$ cat src/tlcm_pkg.sv
`timescale 1ns / 1ps
package tlcm_pkg;

    // Field widths
    localparam int LEVEL_W    = 16;
    localparam int FRAC_W     = 8;
    localparam int TOL_W      = 16;
    localparam int TIMEOUT_W  = 24;
    localparam int BEAT_W     = 24;
    localparam int SUBSTEP_W  = 20;
    localparam int STEP_W     = 4;
    localparam int GATE_REM_W = 26;
    localparam int CFG_IDX_W  = 3;
    localparam int CFG_DATA_W = 24;

    localparam int DEFAULT_PERIOD_BITS = 24;

    // Gate order: mul4, mul2, div2, div4
    localparam int NUM_GATES = 4;
    localparam int GATE_MUL4 = 0;
    localparam int GATE_MUL2 = 1;
    localparam int GATE_DIV2 = 2;
    localparam int GATE_DIV4 = 3;

    // Gate width = fraction * period >> shift (in 256ths of each gate's period)
    localparam int unsigned GATE_SHIFT [NUM_GATES] = '{10, 9, 7, 6};

    // Register reset values
    localparam logic signed [LEVEL_W-1:0] RST_HIGH_THR = 16'sd3277;
    localparam logic signed [LEVEL_W-1:0] RST_LOW_THR  = 16'sd0;
    localparam logic [FRAC_W-1:0]         RST_FRAC     = 8'd128;
    localparam logic [TOL_W-1:0]          RST_TOL      = 16'd240;
    localparam logic [TIMEOUT_W-1:0]      RST_TIMEOUT  = 24'd96000;

    // Register indexes
    typedef enum logic [CFG_IDX_W-1:0] {
        CFG_HIGH_THR  = 3'd0,
        CFG_LOW_THR   = 3'd1,
        CFG_GATE_FRAC = 3'd2,
        CFG_LOCK_TOL  = 3'd3,
        CFG_TIMEOUT   = 3'd4
    } t_cfg_idx;

    // Per-tick control from the tempo tracker to the gate bank
    typedef struct packed {
        logic                 clear;
        logic                 advance;
        logic [NUM_GATES-1:0] fire;
    } t_gate_ctrl;

endpackage

$ cat src/tlcm_gates.sv
`timescale 1ns / 1ps
module tlcm_gates #(
    parameter int PERIOD_BITS = tlcm_pkg::DEFAULT_PERIOD_BITS
) (
    input  logic                           i_clk,
    input  logic                           i_rst_n,
    input  tlcm_pkg::t_gate_ctrl           i_ctrl,
    input  logic [tlcm_pkg::FRAC_W-1:0]    i_frac,
    input  logic [PERIOD_BITS-1:0]         i_period,
    output logic [tlcm_pkg::NUM_GATES-1:0] o_gate_on
);
    import tlcm_pkg::*;

    localparam int PROD_W = PERIOD_BITS + FRAC_W;

    logic [PROD_W-1:0]     w_prod;
    logic [GATE_REM_W-1:0] w_width [NUM_GATES];
    logic [GATE_REM_W-1:0] w_dec   [NUM_GATES];
    logic [GATE_REM_W-1:0] r_rem   [NUM_GATES];
    logic [NUM_GATES-1:0]  r_on;

    // Scale the period by the width fraction once, shared by all gates
    assign w_prod = PROD_W'(i_frac) * PROD_W'(i_period);

    for (genvar g = 0; g < NUM_GATES; g++) begin : g_gate
        // Take each gate's width from its own slice of the product
        assign w_width[g] = GATE_REM_W'(w_prod >> GATE_SHIFT[g]);
        assign w_dec[g]   = (r_rem[g] != '0) ? r_rem[g] - 1'b1 : '0;

        // Count down a running gate, reload on trigger, drop on lock loss
        always_ff @(posedge i_clk) begin
            if (!i_rst_n) begin
                r_rem[g] <= '0;
                r_on[g]  <= 1'b0;
            end else if (i_ctrl.clear) begin
                r_rem[g] <= '0;
                r_on[g]  <= 1'b0;
            end else if (i_ctrl.advance) begin
                if (i_ctrl.fire[g]) begin
                    r_rem[g] <= w_width[g];
                    r_on[g]  <= (w_width[g] != '0);
                end else if (r_on[g]) begin
                    r_rem[g] <= w_dec[g];
                    r_on[g]  <= (w_dec[g] != '0);
                end
            end
        end
    end

    assign o_gate_on = r_on;

endmodule

$ cat src/tempo_locked_clock_mult_div.sv
`timescale 1ns / 1ps
// Tempo-locked clock multiplier / divider.
// Input channel (i_in_valid / o_in_ready) carries one sample tick: a signed
// clock level and a connected flag. Output channel (o_out_valid /
// i_out_ready) returns one request per tick: four gates (x4, x2, /2, /4),
// the lock flag and the locked beat period (zero while unlocked).
// Configuration channel (i_cfg_valid / o_cfg_ready) writes the trigger
// thresholds, gate width fraction, lock tolerance and lost-clock timeout by
// index; it is always ready and should be used while the block is idle.
// The result of a tick is registered and valid in the cycle after it is accepted.
// Throughput: one tick per cycle unless the receiver stalls; the tracker
// state and gate counters are updated in one registered pass through the
// Schmitt trigger, the interval check and the width multiplier.
// The result registers hold the latest tick; a new tick is taken whenever
// the result register is empty or being drained in the same cycle, so a
// stalled receiver stalls the input and nothing is dropped.
// Reset (i_rst_n low, synchronous) restores register defaults, clears lock,
// gates and timers, and empties the result register.
module tempo_locked_clock_mult_div #(
    parameter int PERIOD_BITS = tlcm_pkg::DEFAULT_PERIOD_BITS
) (
    input  logic                                 i_clk,
    input  logic                                 i_rst_n,
    // tick input
    input  logic                                 i_in_valid,
    output logic                                 o_in_ready,
    input  logic signed [tlcm_pkg::LEVEL_W-1:0]  i_clock_level,
    input  logic                                 i_clock_connected,
    // result output
    output logic                                 o_out_valid,
    input  logic                                 i_out_ready,
    output logic                                 o_gate_mul4,
    output logic                                 o_gate_mul2,
    output logic                                 o_gate_div2,
    output logic                                 o_gate_div4,
    output logic                                 o_locked,
    output logic [tlcm_pkg::BEAT_W-1:0]          o_beat_period,
    // configuration writes
    input  logic                                 i_cfg_valid,
    output logic                                 o_cfg_ready,
    input  logic [tlcm_pkg::CFG_IDX_W-1:0]       i_cfg_index,
    input  logic [tlcm_pkg::CFG_DATA_W-1:0]      i_cfg_data
);
    import tlcm_pkg::*;

    localparam int SUB_W = PERIOD_BITS - 4;

    // Configuration registers
    logic signed [LEVEL_W-1:0] r_high_thr;
    logic signed [LEVEL_W-1:0] r_low_thr;
    logic [FRAC_W-1:0]         r_frac;
    logic [TOL_W-1:0]          r_tol;
    logic [TIMEOUT_W-1:0]      r_timeout;

    // Tracker state
    logic                   r_trig,     n_trig;
    logic                   r_armed,    n_armed;
    logic                   r_lock,     n_lock;
    logic [1:0]             r_beat,     n_beat;
    logic [PERIOD_BITS-1:0] r_period,   n_period;
    logic [PERIOD_BITS-1:0] r_interval, n_interval;
    logic [SUBSTEP_W-1:0]   r_substep,  n_substep;
    logic [STEP_W-1:0]      r_step,     n_step;
    logic                   r_out_valid;

    logic                   w_in_fire;
    logic                   w_cfg_fire;
    logic                   w_rising;
    logic                   w_edge;
    logic                   w_drop;
    logic                   w_advance;
    logic [NUM_GATES-1:0]   w_fire_mask;
    logic [PERIOD_BITS-1:0] w_dev;
    logic [SUB_W-1:0]       w_sub;
    logic [SUBSTEP_W:0]     w_sub_next;
    t_gate_ctrl             w_gate_ctrl;
    logic [NUM_GATES-1:0]   w_gate_on;
    logic [31:0]            w_period_ext;

    assign w_in_fire  = i_in_valid && o_in_ready;
    assign w_cfg_fire = i_cfg_valid && o_cfg_ready;
    assign o_in_ready = !r_out_valid || i_out_ready;
    assign o_cfg_ready = 1'b1;

    // Deviation of the measured interval from the locked period
    assign w_dev = (r_interval > r_period) ? r_interval - r_period : r_period - r_interval;

    // Compute the next tracker state for one tick
    always_comb begin
        n_trig      = r_trig;
        n_armed     = r_armed;
        n_lock      = r_lock;
        n_beat      = r_beat;
        n_period    = r_period;
        n_interval  = r_interval;
        n_substep   = r_substep;
        n_step      = r_step;
        w_rising    = 1'b0;
        w_edge      = 1'b0;
        w_drop      = 1'b0;
        w_advance   = 1'b0;
        w_fire_mask = '0;
        w_sub       = '0;
        w_sub_next  = '0;

        if (!i_clock_connected) begin
            w_drop = 1'b1;
        end else begin
            // Schmitt trigger
            if (r_trig) begin
                if (i_clock_level <= r_low_thr) n_trig = 1'b0;
            end else if (i_clock_level >= r_high_thr) begin
                n_trig   = 1'b1;
                w_rising = 1'b1;
            end

            // Count an armed rising edge, lock or check the interval
            w_edge = w_rising && !r_armed;
            if (w_edge) begin
                n_armed   = 1'b1;
                n_beat    = r_beat + 2'd1;
                n_step    = '0;
                n_substep = '0;
                if (!r_lock) begin
                    if (n_beat == 2'd2) begin
                        n_lock   = 1'b1;
                        n_period = r_interval;
                    end
                end else if (32'(w_dev) > 32'(r_tol)) begin
                    n_lock = 1'b0;
                    w_drop = 1'b1;
                end
                n_interval = '0;
            end

            // Rearm once the level returns to zero or below
            if (i_clock_level <= 16'sd0) n_armed = 1'b0;

            // Step through sixteen steps per beat
            if (n_lock) begin
                w_advance = 1'b1;
                w_sub = SUB_W'(n_period >> 4);
                if (w_sub == '0) w_sub = SUB_W'(1);
                if (n_substep == '0) begin
                    w_fire_mask[GATE_MUL4] = (n_step[1:0] == 2'd0);
                    w_fire_mask[GATE_MUL2] = (n_step[2:0] == 3'd0);
                    if (w_edge) begin
                        w_fire_mask[GATE_DIV2] = !n_beat[0];
                        w_fire_mask[GATE_DIV4] = (n_beat == 2'd0);
                    end
                    n_step = n_step + 1'b1;
                end
                w_sub_next = {1'b0, n_substep} + 1'b1;
                n_substep = (32'(w_sub_next) >= 32'(w_sub)) ? '0 : w_sub_next[SUBSTEP_W-1:0];
            end

            // Advance the saturating interval timer and check for a lost clock
            if (n_interval != '1) n_interval = n_interval + 1'b1;
            if (32'(n_interval) > 32'(r_timeout)) w_drop = 1'b1;
        end

        // Drop lock and restart the beat
        if (w_drop) begin
            n_lock    = 1'b0;
            n_beat    = '0;
            n_step    = '0;
            n_substep = '0;
        end
    end

    assign w_gate_ctrl.clear   = w_in_fire && w_drop;
    assign w_gate_ctrl.advance = w_in_fire && w_advance;
    assign w_gate_ctrl.fire    = w_fire_mask;

    tlcm_gates #(
        .PERIOD_BITS (PERIOD_BITS)
    ) u_gates (
        .i_clk     (i_clk),
        .i_rst_n   (i_rst_n),
        .i_ctrl    (w_gate_ctrl),
        .i_frac    (r_frac),
        .i_period  (n_period),
        .o_gate_on (w_gate_on)
    );

    // Hold tracker state, advance it on each accepted tick
    always_ff @(posedge i_clk) begin
        if (!i_rst_n) begin
            r_trig      <= 1'b0;
            r_armed     <= 1'b0;
            r_lock      <= 1'b0;
            r_beat      <= '0;
            r_period    <= '0;
            r_interval  <= '0;
            r_substep   <= '0;
            r_step      <= '0;
            r_out_valid <= 1'b0;
        end else begin
            if (w_in_fire) begin
                r_trig     <= n_trig;
                r_armed    <= n_armed;
                r_lock     <= n_lock;
                r_beat     <= n_beat;
                r_period   <= n_period;
                r_interval <= n_interval;
                r_substep  <= n_substep;
                r_step     <= n_step;
            end
            if (w_in_fire) begin
                r_out_valid <= 1'b1;
            end else if (i_out_ready) begin
                r_out_valid <= 1'b0;
            end
        end
    end

    // Decode configuration writes
    always_ff @(posedge i_clk) begin
        if (!i_rst_n) begin
            r_high_thr <= RST_HIGH_THR;
            r_low_thr  <= RST_LOW_THR;
            r_frac     <= RST_FRAC;
            r_tol      <= RST_TOL;
            r_timeout  <= RST_TIMEOUT;
        end else if (w_cfg_fire) begin
            unique case (i_cfg_index)
                CFG_HIGH_THR:  r_high_thr <= i_cfg_data[LEVEL_W-1:0];
                CFG_LOW_THR:   r_low_thr  <= i_cfg_data[LEVEL_W-1:0];
                CFG_GATE_FRAC: r_frac     <= i_cfg_data[FRAC_W-1:0];
                CFG_LOCK_TOL:  r_tol      <= i_cfg_data[TOL_W-1:0];
                CFG_TIMEOUT:   r_timeout  <= i_cfg_data[TIMEOUT_W-1:0];
                default: ;
            endcase
        end
    end

    // Drive the result from the state left by the last tick
    assign w_period_ext  = 32'(r_period);
    assign o_out_valid   = r_out_valid;
    assign o_gate_mul4   = w_gate_on[GATE_MUL4];
    assign o_gate_mul2   = w_gate_on[GATE_MUL2];
    assign o_gate_div2   = w_gate_on[GATE_DIV2];
    assign o_gate_div4   = w_gate_on[GATE_DIV4];
    assign o_locked      = r_lock;
    assign o_beat_period = r_lock ? w_period_ext[BEAT_W-1:0] : '0;

endmodule

$ cat config.mk
export PLATFORM = sky130hd
export DESIGN_NAME = tempo_locked_clock_mult_div
export DESIGN_NICKNAME = d
export VERILOG_FILES = /design/src/tlcm_pkg.sv /design/src/tlcm_gates.sv /design/src/tempo_locked_clock_mult_div.sv
export SDC_FILE = /design/constraint.sdc
export NUM_CORES = 1
export LEC_CHECK = 0
export BUFFER_PORTS_ARGS = -buffer_cell sky130_fd_sc_hd__buf_4
export CAP_MARGIN = 0
export CORE_MARGIN = 5
export CORE_UTILIZATION = 35
export DETAILED_ROUTE_END_ITERATION = 16
export PLACE_DENSITY_LB_ADDON = 0.2
export SYNTH_ARGS = -nofsm -noshare
export SYNTH_HDL_FRONTEND = slang
export SYNTH_SLANG_ARGS = --single-unit
export TNS_END_PERCENT = 10
$ cat constraint.sdc
create_clock -name i_clk -period 16.2 [get_ports i_clk]
set_input_delay 4.86 -clock i_clk [delete_from_list [all_inputs] [get_ports i_clk]]
set_output_delay 4.86 -clock i_clk [all_outputs]
set_load 0.005 [all_outputs]
# Word-level counts from Yosys, hierarchy flattened
# Memory sizes are Yosys's and may differ from the RTL's.
# Cells that the tools add are included.
totals:
  memories: 1
  word_cells: 223
  register_bits: 162
  in_bits: 49
  mem_bits_rw: 104
op_classes:
  mux: 129
  n_addsub: 10
  n_bitwise: 13
  reduce_logical: 38
  multipliers: 1
  magnitude_cmp: 7
  eq_ne: 6
mem_list:
  columns: ["name", "depth", "word_bits", "read_ports", "rd_clocked_by_memory_dff", "write_ports", "line", "text"]
  rows:
  - ["u_gates.r_rem", 4, 26, 4, 0, 4, "tlcm_gates.sv:19", "logic [GATE_REM_W-1:0] r_rem [NUM_GATES];"]
op_table:
  columns: ["cell", "n"]
  rows:
  - ["26-bit 2-to-1 mux", 16]
  - ["26-bit nonzero test", 12]
  - ["24-bit 2-to-1 mux", 11]
  - ["20-bit 2-to-1 mux", 9]
  - ["26-bit by 1-bit subtractor with 26-bit output (second input constant)", 4]
  - ["1-bit 2-to-1 mux", 79]
  - ["24-bit > comparator", 2]
  - ["24-bit subtractor", 2]
  - ["20-bit zero test", 2]
  - ["4-bit 2-to-1 mux", 9]
  - ["8-bit by 24-bit multiplier with 32-bit output", 1]
  - ["24-bit by 1-bit adder with 24-bit output (second input constant)", 1]
  - ["24-bit by 16-bit > comparator with 1-bit output", 1]
  - ["24-bit != test (second input constant)", 1]
  - ["20-bit by 1-bit adder with 21-bit output (second input constant)", 1]
  - ["21-bit by 20-bit >= comparator with 1-bit output", 1]
  - ["16-bit >= comparator", 1]
  - ["16-bit by 1-bit <= comparator with 1-bit output (second input constant)", 1]
  - ["16-bit <= comparator", 1]
  - ["2-bit AND reduction", 7]
  - ["1-bit bitwise OR", 12]
  - ["2-bit 2-to-1 mux", 5]
  - ["3-bit by 2-bit equality test with 1-bit output (second input constant)", 2]
  - ["3-bit zero test", 2]
  - ["13 further kinds", 21]

# Longest topological paths before layout
# Gate-level depths: netlist of run 1.
depth:
  word_depth: 20
  mapped_depth: 37
  ltp_nobuf: 33

# Hierarchy
# From an unflattened synthesis of run 1, not the netlist that was laid out.
unflattened:
  cells_unflattened: 3321
  area_unflattened_um2: 26799.5
by_module_without_submodules:
  columns: ["module", "area_per_inst_um2", "seq_area_each_um2", "instances", "cells_per_inst"]
  rows:
  - ["tlcm_gates", 13575.5, 3203.1, 1, 1525]
  - ["tempo_locked_clock_mult_div", 13223.9, 3143.0, 1, 1796]

# Worst setup path before layout of run 1
# OpenSTA, ideal clock, no wires.
synth_timing:
  path_kind: "input port to flip-flop"
  startpoint: "in i_clock_level[5] (netlist bit)"
  endpoint: "reg u_gates.r_on[3], in the netlist u_gates.o_gate_on[3]"
  setup_ns: 0.127
  required_time_ns: 16.073
  stages: 32
  arrival_time_ns: 12.877
  slack_ns: 3.196
  path_cell_list: "ha_1 > a211oi_1 > nor2_1 > a221oi_1 > and2_1 > clkbuf_1 > o211ai_1 > nor2_1 > nand2_1 > clkbuf_1 > mux2i_1 > nor2b_1 > fa_1 > fa_1 > fa_1 > inv_1 > fa_1 > inv_1 > ha_1 > clkbuf_1 > nand4_1 > nor3_1 > and3_1 > and4b_1 > a211oi_1 > a31oi_1 > a41oi_1 > xnor2_1 > and4b_1 > nand4_1 > o31ai_1 > a31oi_1"
synth_between:
  elab_chain_cells: 15
  word_cells_on_any_way: 38
  classes_between: "1 x add/sub; 1 x mul; 2 x order compare; 1 x eq/ne; 26 x mux; 7 x reduce/logical"
synth_lines:
  columns: ["element", "line", "text"]
  rows:
  - ["start, declared", "tempo_locked_clock_mult_div.sv:27", "input logic signed [tlcm_pkg::LEVEL_W-1:0] i_clock_level,"]
  - ["16-bit >= comparator *", "tempo_locked_clock_mult_div.sv:112", "end else if (i_clock_level >= r_high_thr) begin"]
  - ["1-bit 2-to-1 mux *", "tempo_locked_clock_mult_div.sv:112", null]
  - ["1-bit 2-to-1 mux *", "tempo_locked_clock_mult_div.sv:110", "if (r_trig) begin"]
  - ["1-bit 2-to-1 mux *", "tempo_locked_clock_mult_div.sv:106", "if (!i_clock_connected) begin"]
  - ["1-bit logical AND *", "tempo_locked_clock_mult_div.sv:118", "w_edge = w_rising && !r_armed;"]
  - ["parallel branches: the longest is 10 deep, another holds 8-bit by 24-bit multiplier with 32-bit output", null, null]
  - ["end signal, assigned by index", "tlcm_gates.sv:41", "r_on[g] <= (w_width[g] != '0);"]
  - ["end signal, assigned by index", "tlcm_gates.sv:44", "r_on[g] <= (w_dec[g] != '0);"]
  - ["end, declared", "tlcm_gates.sv:20", "logic [NUM_GATES-1:0] r_on;"]
# Mark *: on every way between the ends. The select of a mux whose other input is x is not followed.
# A chain may end at the register's enable or synchronous reset.

# Worst setup path after layout of run 1
layout_timing:
  startpoint: "in i_clock_level[15] (netlist bit)"
  endpoint: "reg u_gates.r_on[3], in the netlist u_gates.o_gate_on[3]"
# Same word-level chain as after synthesis.

==> results of run 1 <==
[cell type report]
cell class | count | area [µm²] | share of cell area
multi-input combinational | 2500 | 17900 | 0.628
sequential | 265 | 6350 | 0.222
tap | 969 | 1210 | 0.0424
inverter | 311 | 1170 | 0.0410
clock buffer | 46 | 947 | 0.0332
timing repair buffer | 110 | 826 | 0.0289
clock inverter | 14 | 134 | 0.00469
[flip-flops by register name, indices dropped and copies added (netlist names), 2 cells and up]
| name | count |
|---|---|
| r_high_thr | 16 |
| r_low_thr | 16 |
| r_period | 24 |
| r_tol | 16 |
| r_substep | 20 |
| u_gates.r_rem | 104 |
| r_step | 3 |
| r_timeout | 24 |
| r_beat | 2 |
| u_gates.o_gate_on | 4 |
| r_interval | 24 |
| r_frac | 8 |
[power breakdown]
part	switching (mW)	leakage, nW	internal [mW]
Clock	0.311	0.527	0.442
Sequential	0.0301	2.41	0.716
Combinational	0.260	8.63	0.151
Total	0.601	11.6	1.31
[stage by stage]
step | hold slack, ns | setup slack [ns] | cell area, µm²
after floorplan | 0.435 | 3.20 | 26000
after global placement | 0.443 | 1.46 | 27500
after detailed placement | 0.447 | 1.32 | 27500
after CTS | 0.454 | 1.89 | 28600
after global routing | 0.469 | 1.28 | 28600
final | 0.452 | 1.88 | 28600
[placed cells by master, fill, tap and decap left out, drive strengths merged, types with 9 or more instances in the layout]
cell    count
and3       29
nor4       41
o21ai     118
o22ai      94
or2        15
mux2i      54
fa        133
xnor2     111
a21oi     206
edfxtp    104
xor2       57
o21a       32
clkinv     12
a22oi      11
nand2b     35
ha        199
o211ai     34
nor3b      10
or4         9
a31oi      28
nand3      68
a22o       11
nand3b      9
a211oi     41
nor2b     154
clkbuf     46
nand2     377
inv       311
buf       110
and2       61
nand4      57
nor3       74
dfxtp     161
or3        20
a21o       62
nor2      225
[critical path: cells and delay by family]
family / cells / cell delay (ns)
AND/OR/NAND/NOR: 9 / 1.67
AO/OA/AOI/OAI: 10 / 3.01
XOR/XNOR: 1 / 0.65
adder cells (fa/ha/maj): 6 / 2.81
multiplexers: 1 / 0.71
buffers and inverters: 6 / 0.94
[layer usage]
layer / track usage / vias up
met5: 0 / -
met4: 0.0457 / 0
met3: 0.0155 / 80
met2: 0.334 / 490
met1: 0.283 / 10900
li1: - / 11200
[logic make-up (layout without fill, tap and decap cells)]
group	Yosys count	in the layout
simple gates	1209	1209
compound gates	729	729
buf+inv	468	481
fa+ha+maj	334	334
flops	265	265
xor+xnor	168	168
mux	59	59
other cells	1	1
[worst min path at each step]
stage	end	from	slack, ns
CTS	r_low_thr[5]	r_low_thr[5]	0.45
detailed placement	r_low_thr[5]	r_low_thr[5]	0.45
global placement	r_low_thr[6]	r_low_thr[6]	0.44
floorplan	r_step[2]	r_step[2]	0.43
global route	r_low_thr[5]	r_low_thr[5]	0.47
finish	r_timeout[6]	r_timeout[6]	0.45
==> impl_metrics.json, run 1 <==
{
  "dr_wl_met2_um": 37900,
  "end_kind": "flip-flop",
  "synth_common_cells": "nand2_1, inv_1, nor2_1, a21oi_1, ha_1",
  "cp_data_arrival_time_ns": 14.70,
  "synth-edff-count": 104,
  "drt_pre_antenna_iters": 5,
  "cts_setup_buffers": 0,
  "cp_max_fo": 29,
  "cts.clk_slew.worst_paths_ns": 0.06,
  "die_width_um": 283,
  "cts_resized": 0,
  "place.gp.congestion": 0.877,
  "diodes": 0,
  "worst-r2r-cell-count": 33,
  "crit_required_ns": 16.58,
  "hold_depth": 2,
  "startpoint_type": "input pin",
  "worst-r2r-setup-slack_ns": 5.97,
  "fp.coreArea_mm2": 0.0741,
  "ys_seq_area_frac": 0.244,
  "grt_pass1_wl_um": 128000,
  "drt_iter0_markers": 1504,
  "wl_per_cell_um": 19.2,
  "cp_slowest_cell": "a221oi_1",
  "rows": 100,
  "htreeDepth": 2,
  "setup_viol": 0,
  "final_cells": 4215,
  "power.density_mw_per_mm2": 66.9,
  "m1WireLength_um": 38400,
  "outcome": "finished clean",
  "startpoint": "i_clock_level[15]",
  "cts-root-buf": "clkbuf_16",
  "route.detailed.drc": 0,
  "grt_use_total": 0.200,
  "hold_violations": 0,
  "placedCellCount": 4155,
  "area_delta_synth_final_pct": 9.77,
  "tns_ns": 0,
  "wl_met3_um": 3090,
  "final_core_util": 0.386,
  "layout.nets": 3603,
  "worstSetupEndpoint": "u_gates.o_gate_on[3]",
  "synth_fa_ha_area_frac": 0.199,
  "fp.dieH_um": 283,
  "path_class": "in -> reg",
  "rsz0062_at_grt": "false",
  "regToRegEndpoint": "u_gates.o_gate_on[3]",
  "avgSynthCellArea_um2": 8.05,
  "antenna_found_initial": 0,
  "synth-seq-cells": 265,
  "cts_hold_buf": 0,
  "grt_max_degree": 80,
  "pin_count": 81,
  "viasPerCell": 5.39,
  "wl_um": 81100,
  "top_layer_used": "met4",
  "synth_area_mm2": 0.0260,
  "initial_utilization": 0.351,
  "relSlewSlack": 0.288,
  "synthMuxAreaShare": 0.0229,
  "synth_warnings": 0,
  "place.port_buffers": 79,
  "yosysTopAreaCell": "dfxtp_1",
  "cts_made_buffers": 34,
  "synth_cells": 3233,
  "synthArstFlopShare": 0,
  "syn_nets": 3614,
  "yosys.area.top_type_share": 0.124,
  "grt_pass1_vias": 22200,
  "vias": 22700,
  "min_path_type": "reg -> reg",
  "yosysMostFrequentCell": "nand2_1",
  "leakage_nw": 11.6,
  "clk_latency_ns": 0.55,
  "tightestPinTransition_ns": 1.07,
  "cts.path.max_buffers": 3,
  "maxCapViolations": 0,
  "synth_top_flop_cell": "dfxtp_1",
  "crit_path_max_incr_delay_ns": 0.74,
  "fmax_ghz": 0.0698,
  "synth_cell_type_count": 83,
  "synth_xor_area_frac": 0.0565,
  "ant_nets": 0,
  "min_period_over_period": 0.884,
  "min_period_ns": 14.32,
  "synth_top_family_by_area": "simple AND/OR/NAND/NOR gates",
  "grt_overflow": 0,
  "cts_tree": "done",
  "slew_violations": 0,
  "critPathMostFrequentCell": "fa_1",
  "finClkSkew_ns": 0.0261,
  "r2r_start": "r_high_thr[11]",
  "totalPowerFinal_mw": 1.91,
  "synth_compound_area_frac": 0.179,
  "clock-sinks": 265,
  "synth_area_leaders": "dfxtp_1, edfxtp_1, fa_1",
  "synth_simple_gate_area_frac": 0.230,
  "peakVddDrop_mv": 0.0617,
  "dieArea_mm2": 0.0799,
  "layout-drive-gt1-share": 0.0591,
  "dp_hpwl_um": 62200,
  "nFillCells": 7759
}
No activity file was read; power rests on OpenSTA's default activity.
==> inputs of run 2 (changes only) <==
==> constraint.sdc (replaced) <==
create_clock -name i_clk -period 11.8 [get_ports i_clk]
set_input_delay 3.54 -clock i_clk [delete_from_list [all_inputs] [get_ports i_clk]]
set_output_delay 3.54 -clock i_clk [all_outputs]
set_load 0.005 [all_outputs]
==> run 2 against run 1 <==
- via count increased by 1.2%
- count of clock-buffer cells in the layout decreased by 5
- first-iteration DRC count increased by 3.9%
- sequential share of layout area decreased by 0.54 points
- flip-flop and latch count unchanged
- clock skew increased by 0.0011 ns
- routed wire length increased by 0.80%
- critical endpoint is now u_gates.r_rem[3][12]
- largest cell class unchanged
==> impl_metrics.json, run 2 (same netlist as run 1, synthesis figures left out) <==
{
  "ant_nets": 0,
  "grt_pass1_vias": 22300,
  "path_delay_family": "compound AO/OA/AOI/OAI gates",
  "hold_violations": 0,
  "rows": 100,
  "min_period_over_period": 0.944,
  "wl_per_cell_um": 19.0,
  "power.net_switching_mw": 0.849,
  "totalPowerFinal_mw": 2.73,
  "cp_slowest_cell": "nand3_1",
  "end_kind": "flip-flop",
  "dieArea_mm2": 0.0799,
  "cts.clk_slew.worst_paths_ns": 0.06,
  "antenna_found_initial": 0,
  "grt_use_total": 0.201,
  "cts_hold_buf": 0,
  "relSlewSlack": 0.217,
  "drt_pre_antenna_iters": 7,
  "wl_um": 81700,
  "crit_path_max_incr_delay_ns": 0.91,
  "tightestPinTransition_ns": 1.17,
  "p_clk_frac": 0.411,
  "slew_violations": 0,
  "critPathMostFrequentCell": "buf_4",
  "area_delta_synth_final_pct": 12.5,
  "dp_hpwl_um": 63100,
  "place.gp.congestion": 0.919,
  "min_period_ns": 11.14,
  "cts_tree": "done",
  "cp_data_arrival_time_ns": 11.48,
  "hp-start": "r_high_thr[12]",
  "clock-sinks": 265,
  "p_seq_frac": 0.374,
  "fmax_ghz": 0.0898,
  "pin_count": 81,
  "switching_share": 0.311,
  "startpoint_type": "input pin",
  "largest_register": "u_gates.r_rem",
  "route.detailed.drc": 0,
  "cts.path.max_buffers": 3,
  "timing.hold.ws_ns": 0.454,
  "htreeDepth": 2,
  "startpoint": "i_clock_level[11]",
  "grt_overflow": 0,
  "crit_required_ns": 12.14,
  "cts_made_buffers": 34,
  "grt_max_degree": 78,
  "fin_area_mm2": 0.0293,
  "viasPerCell": 5.36,
  "dpl_cell_area_mm2": 0.0281,
  "layout-drive-gt1-share": 0.0845,
  "maxCapViolations": 0,
  "finClkSkew_ns": 0.0272,
  "peakVddDrop_mv": 0.0748,
  "drt_iter0_markers": 1562,
  "rsz0062_at_grt": "false",
  "vias": 23000,
  "leakage_nw": 12.0,
  "power.density_mw_per_mm2": 93.4,
  "path_class": "in -> reg",
  "outcome": "finished clean",
  "place.port_buffers": 79,
  "final_common_cell": "nand2_1",
  "fp.coreArea_mm2": 0.0741,
  "final_cell_mix": "nand2_1, inv_1, nor2_1, a21oi_1, ha_1",
  "clk_latency_ns": 0.55,
  "largest_register_ff_count": 104,
  "layout.nets": 3681,
  "tns_ns": 0,
  "min_path_type": "reg -> reg",
  "power.share.combinational": 0.214,
  "initial_utilization": 0.351,
  "grt_pass1_wl_um": 129000,
  "r2r_start": "r_period[4]",
  "setup_viol": 0,
  "critPathBufInv": 6,
  "cts-root-buf": "clkbuf_16",
  "nFillCells": 7681,
  "die_width_um": 283,
  "cp_max_fo": 43,
  "p_int_mw": 1.89,
  "fp.dieH_um": 283
}
-- run 2: cell count changes in the layout (fill, tap and decap cells not counted), moves of 2 or more --
cell        previous run  this run
bufinv_16              2         5
buf_4                110       187
clkbuf_1               8         2
clkinvlp_4             0         2
clkinv_2               3         7
clkinv_1               7         5
-- run 2: what timing repair did --
action	CTS	global route
setup buffers	0	1
endpoints found under the setup margin	0	4
resized for setup	0	2
-- run 2: worst register-to-register path: stages (launching register included) --
cell	delay (ns)
dfxtp_1	0.44
inv_1	0.19
ha_1	0.52
nand4_1	0.24
nor4_1	0.58
a22oi_1	0.31
nand2_1	0.23
buf_4	0.29
nor2_1	0.08
a311oi_1	0.42
o221ai_1	0.25
xor2_1	0.20
ha_1	0.31
a21o_1	0.18
a21o_1	0.17
a21o_1	0.17
a211o_1	0.28
o2111ai_1	0.11
a22oi_1	0.16
a2111o_1	0.42
nor4_1	0.42
nand4_2	0.49
a211oi_4	0.89
nand3_1	0.92
o22ai_1	0.50
-- run 2: path summary, 6_finish.rpt --
check             cells past startpoint  slack, ns                    to
hold / removal                        2       0.45        r_high_thr[12]
hold reg to reg                       2       0.45        r_high_thr[12]
setup / recovery                     30       0.66  u_gates.r_rem[3][12]
setup reg to reg                     24       2.82  u_gates.r_rem[3][12]
-- run 2: metal layers --
| layer | vias to the layer above | share of wire | global-route usage |
|---|---|---|---|
| met5 | - | 0 | 0 |
| met4 | 0 | 0.040 | 0.0740 |
| met3 | 149 | 0.041 | 0.0200 |
| met2 | 541 | 0.44 | 0.318 |
| met1 | 10900 | 0.48 | 0.285 |
| li1 | 11400 | - | - |
-- run 2: through the flow --
stage | util | setup WS [ns] | std cells
5_1_grt | 0.395 | 0.0660 | 4295
2_1_floorplan | - | 0.116 | 3233
6_report | 0.395 | 0.662 | 4296
4_1_cts | 0.395 | 0.620 | 4294
3_3_place_gp | 0.379 | 0.171 | 4232
3_5_place_dp | 0.379 | 0.0601 | 4232
-- run 2: power by group through the flow --
stage | sequential (mW) | combinational (mW) | clock (mW)
3_5_place_dp | 1.04 | 0.579 | 0
3_3_place_gp | 1.04 | 0.579 | 0
6_report | 1.02 | 0.586 | 1.13
4_1_cts | 1.02 | 0.582 | 1.15
2_1_floorplan | 1.03 | 0.397 | 0
5_1_grt | 1.03 | 0.648 | 1.19
-- run 2: layout make-up --
cell class                 count  area [µm²]  share of cell area
sequential                   265        6350               0.217
clock inverter                21         251             0.00859
clock buffer                  41         938              0.0321
inverter                     311        1170              0.0400
timing repair buffer         188        1420              0.0486
multi-input combinational   2500       17900               0.612
tap                          969        1210              0.0414
antenna                        1        2.50           0.0000855
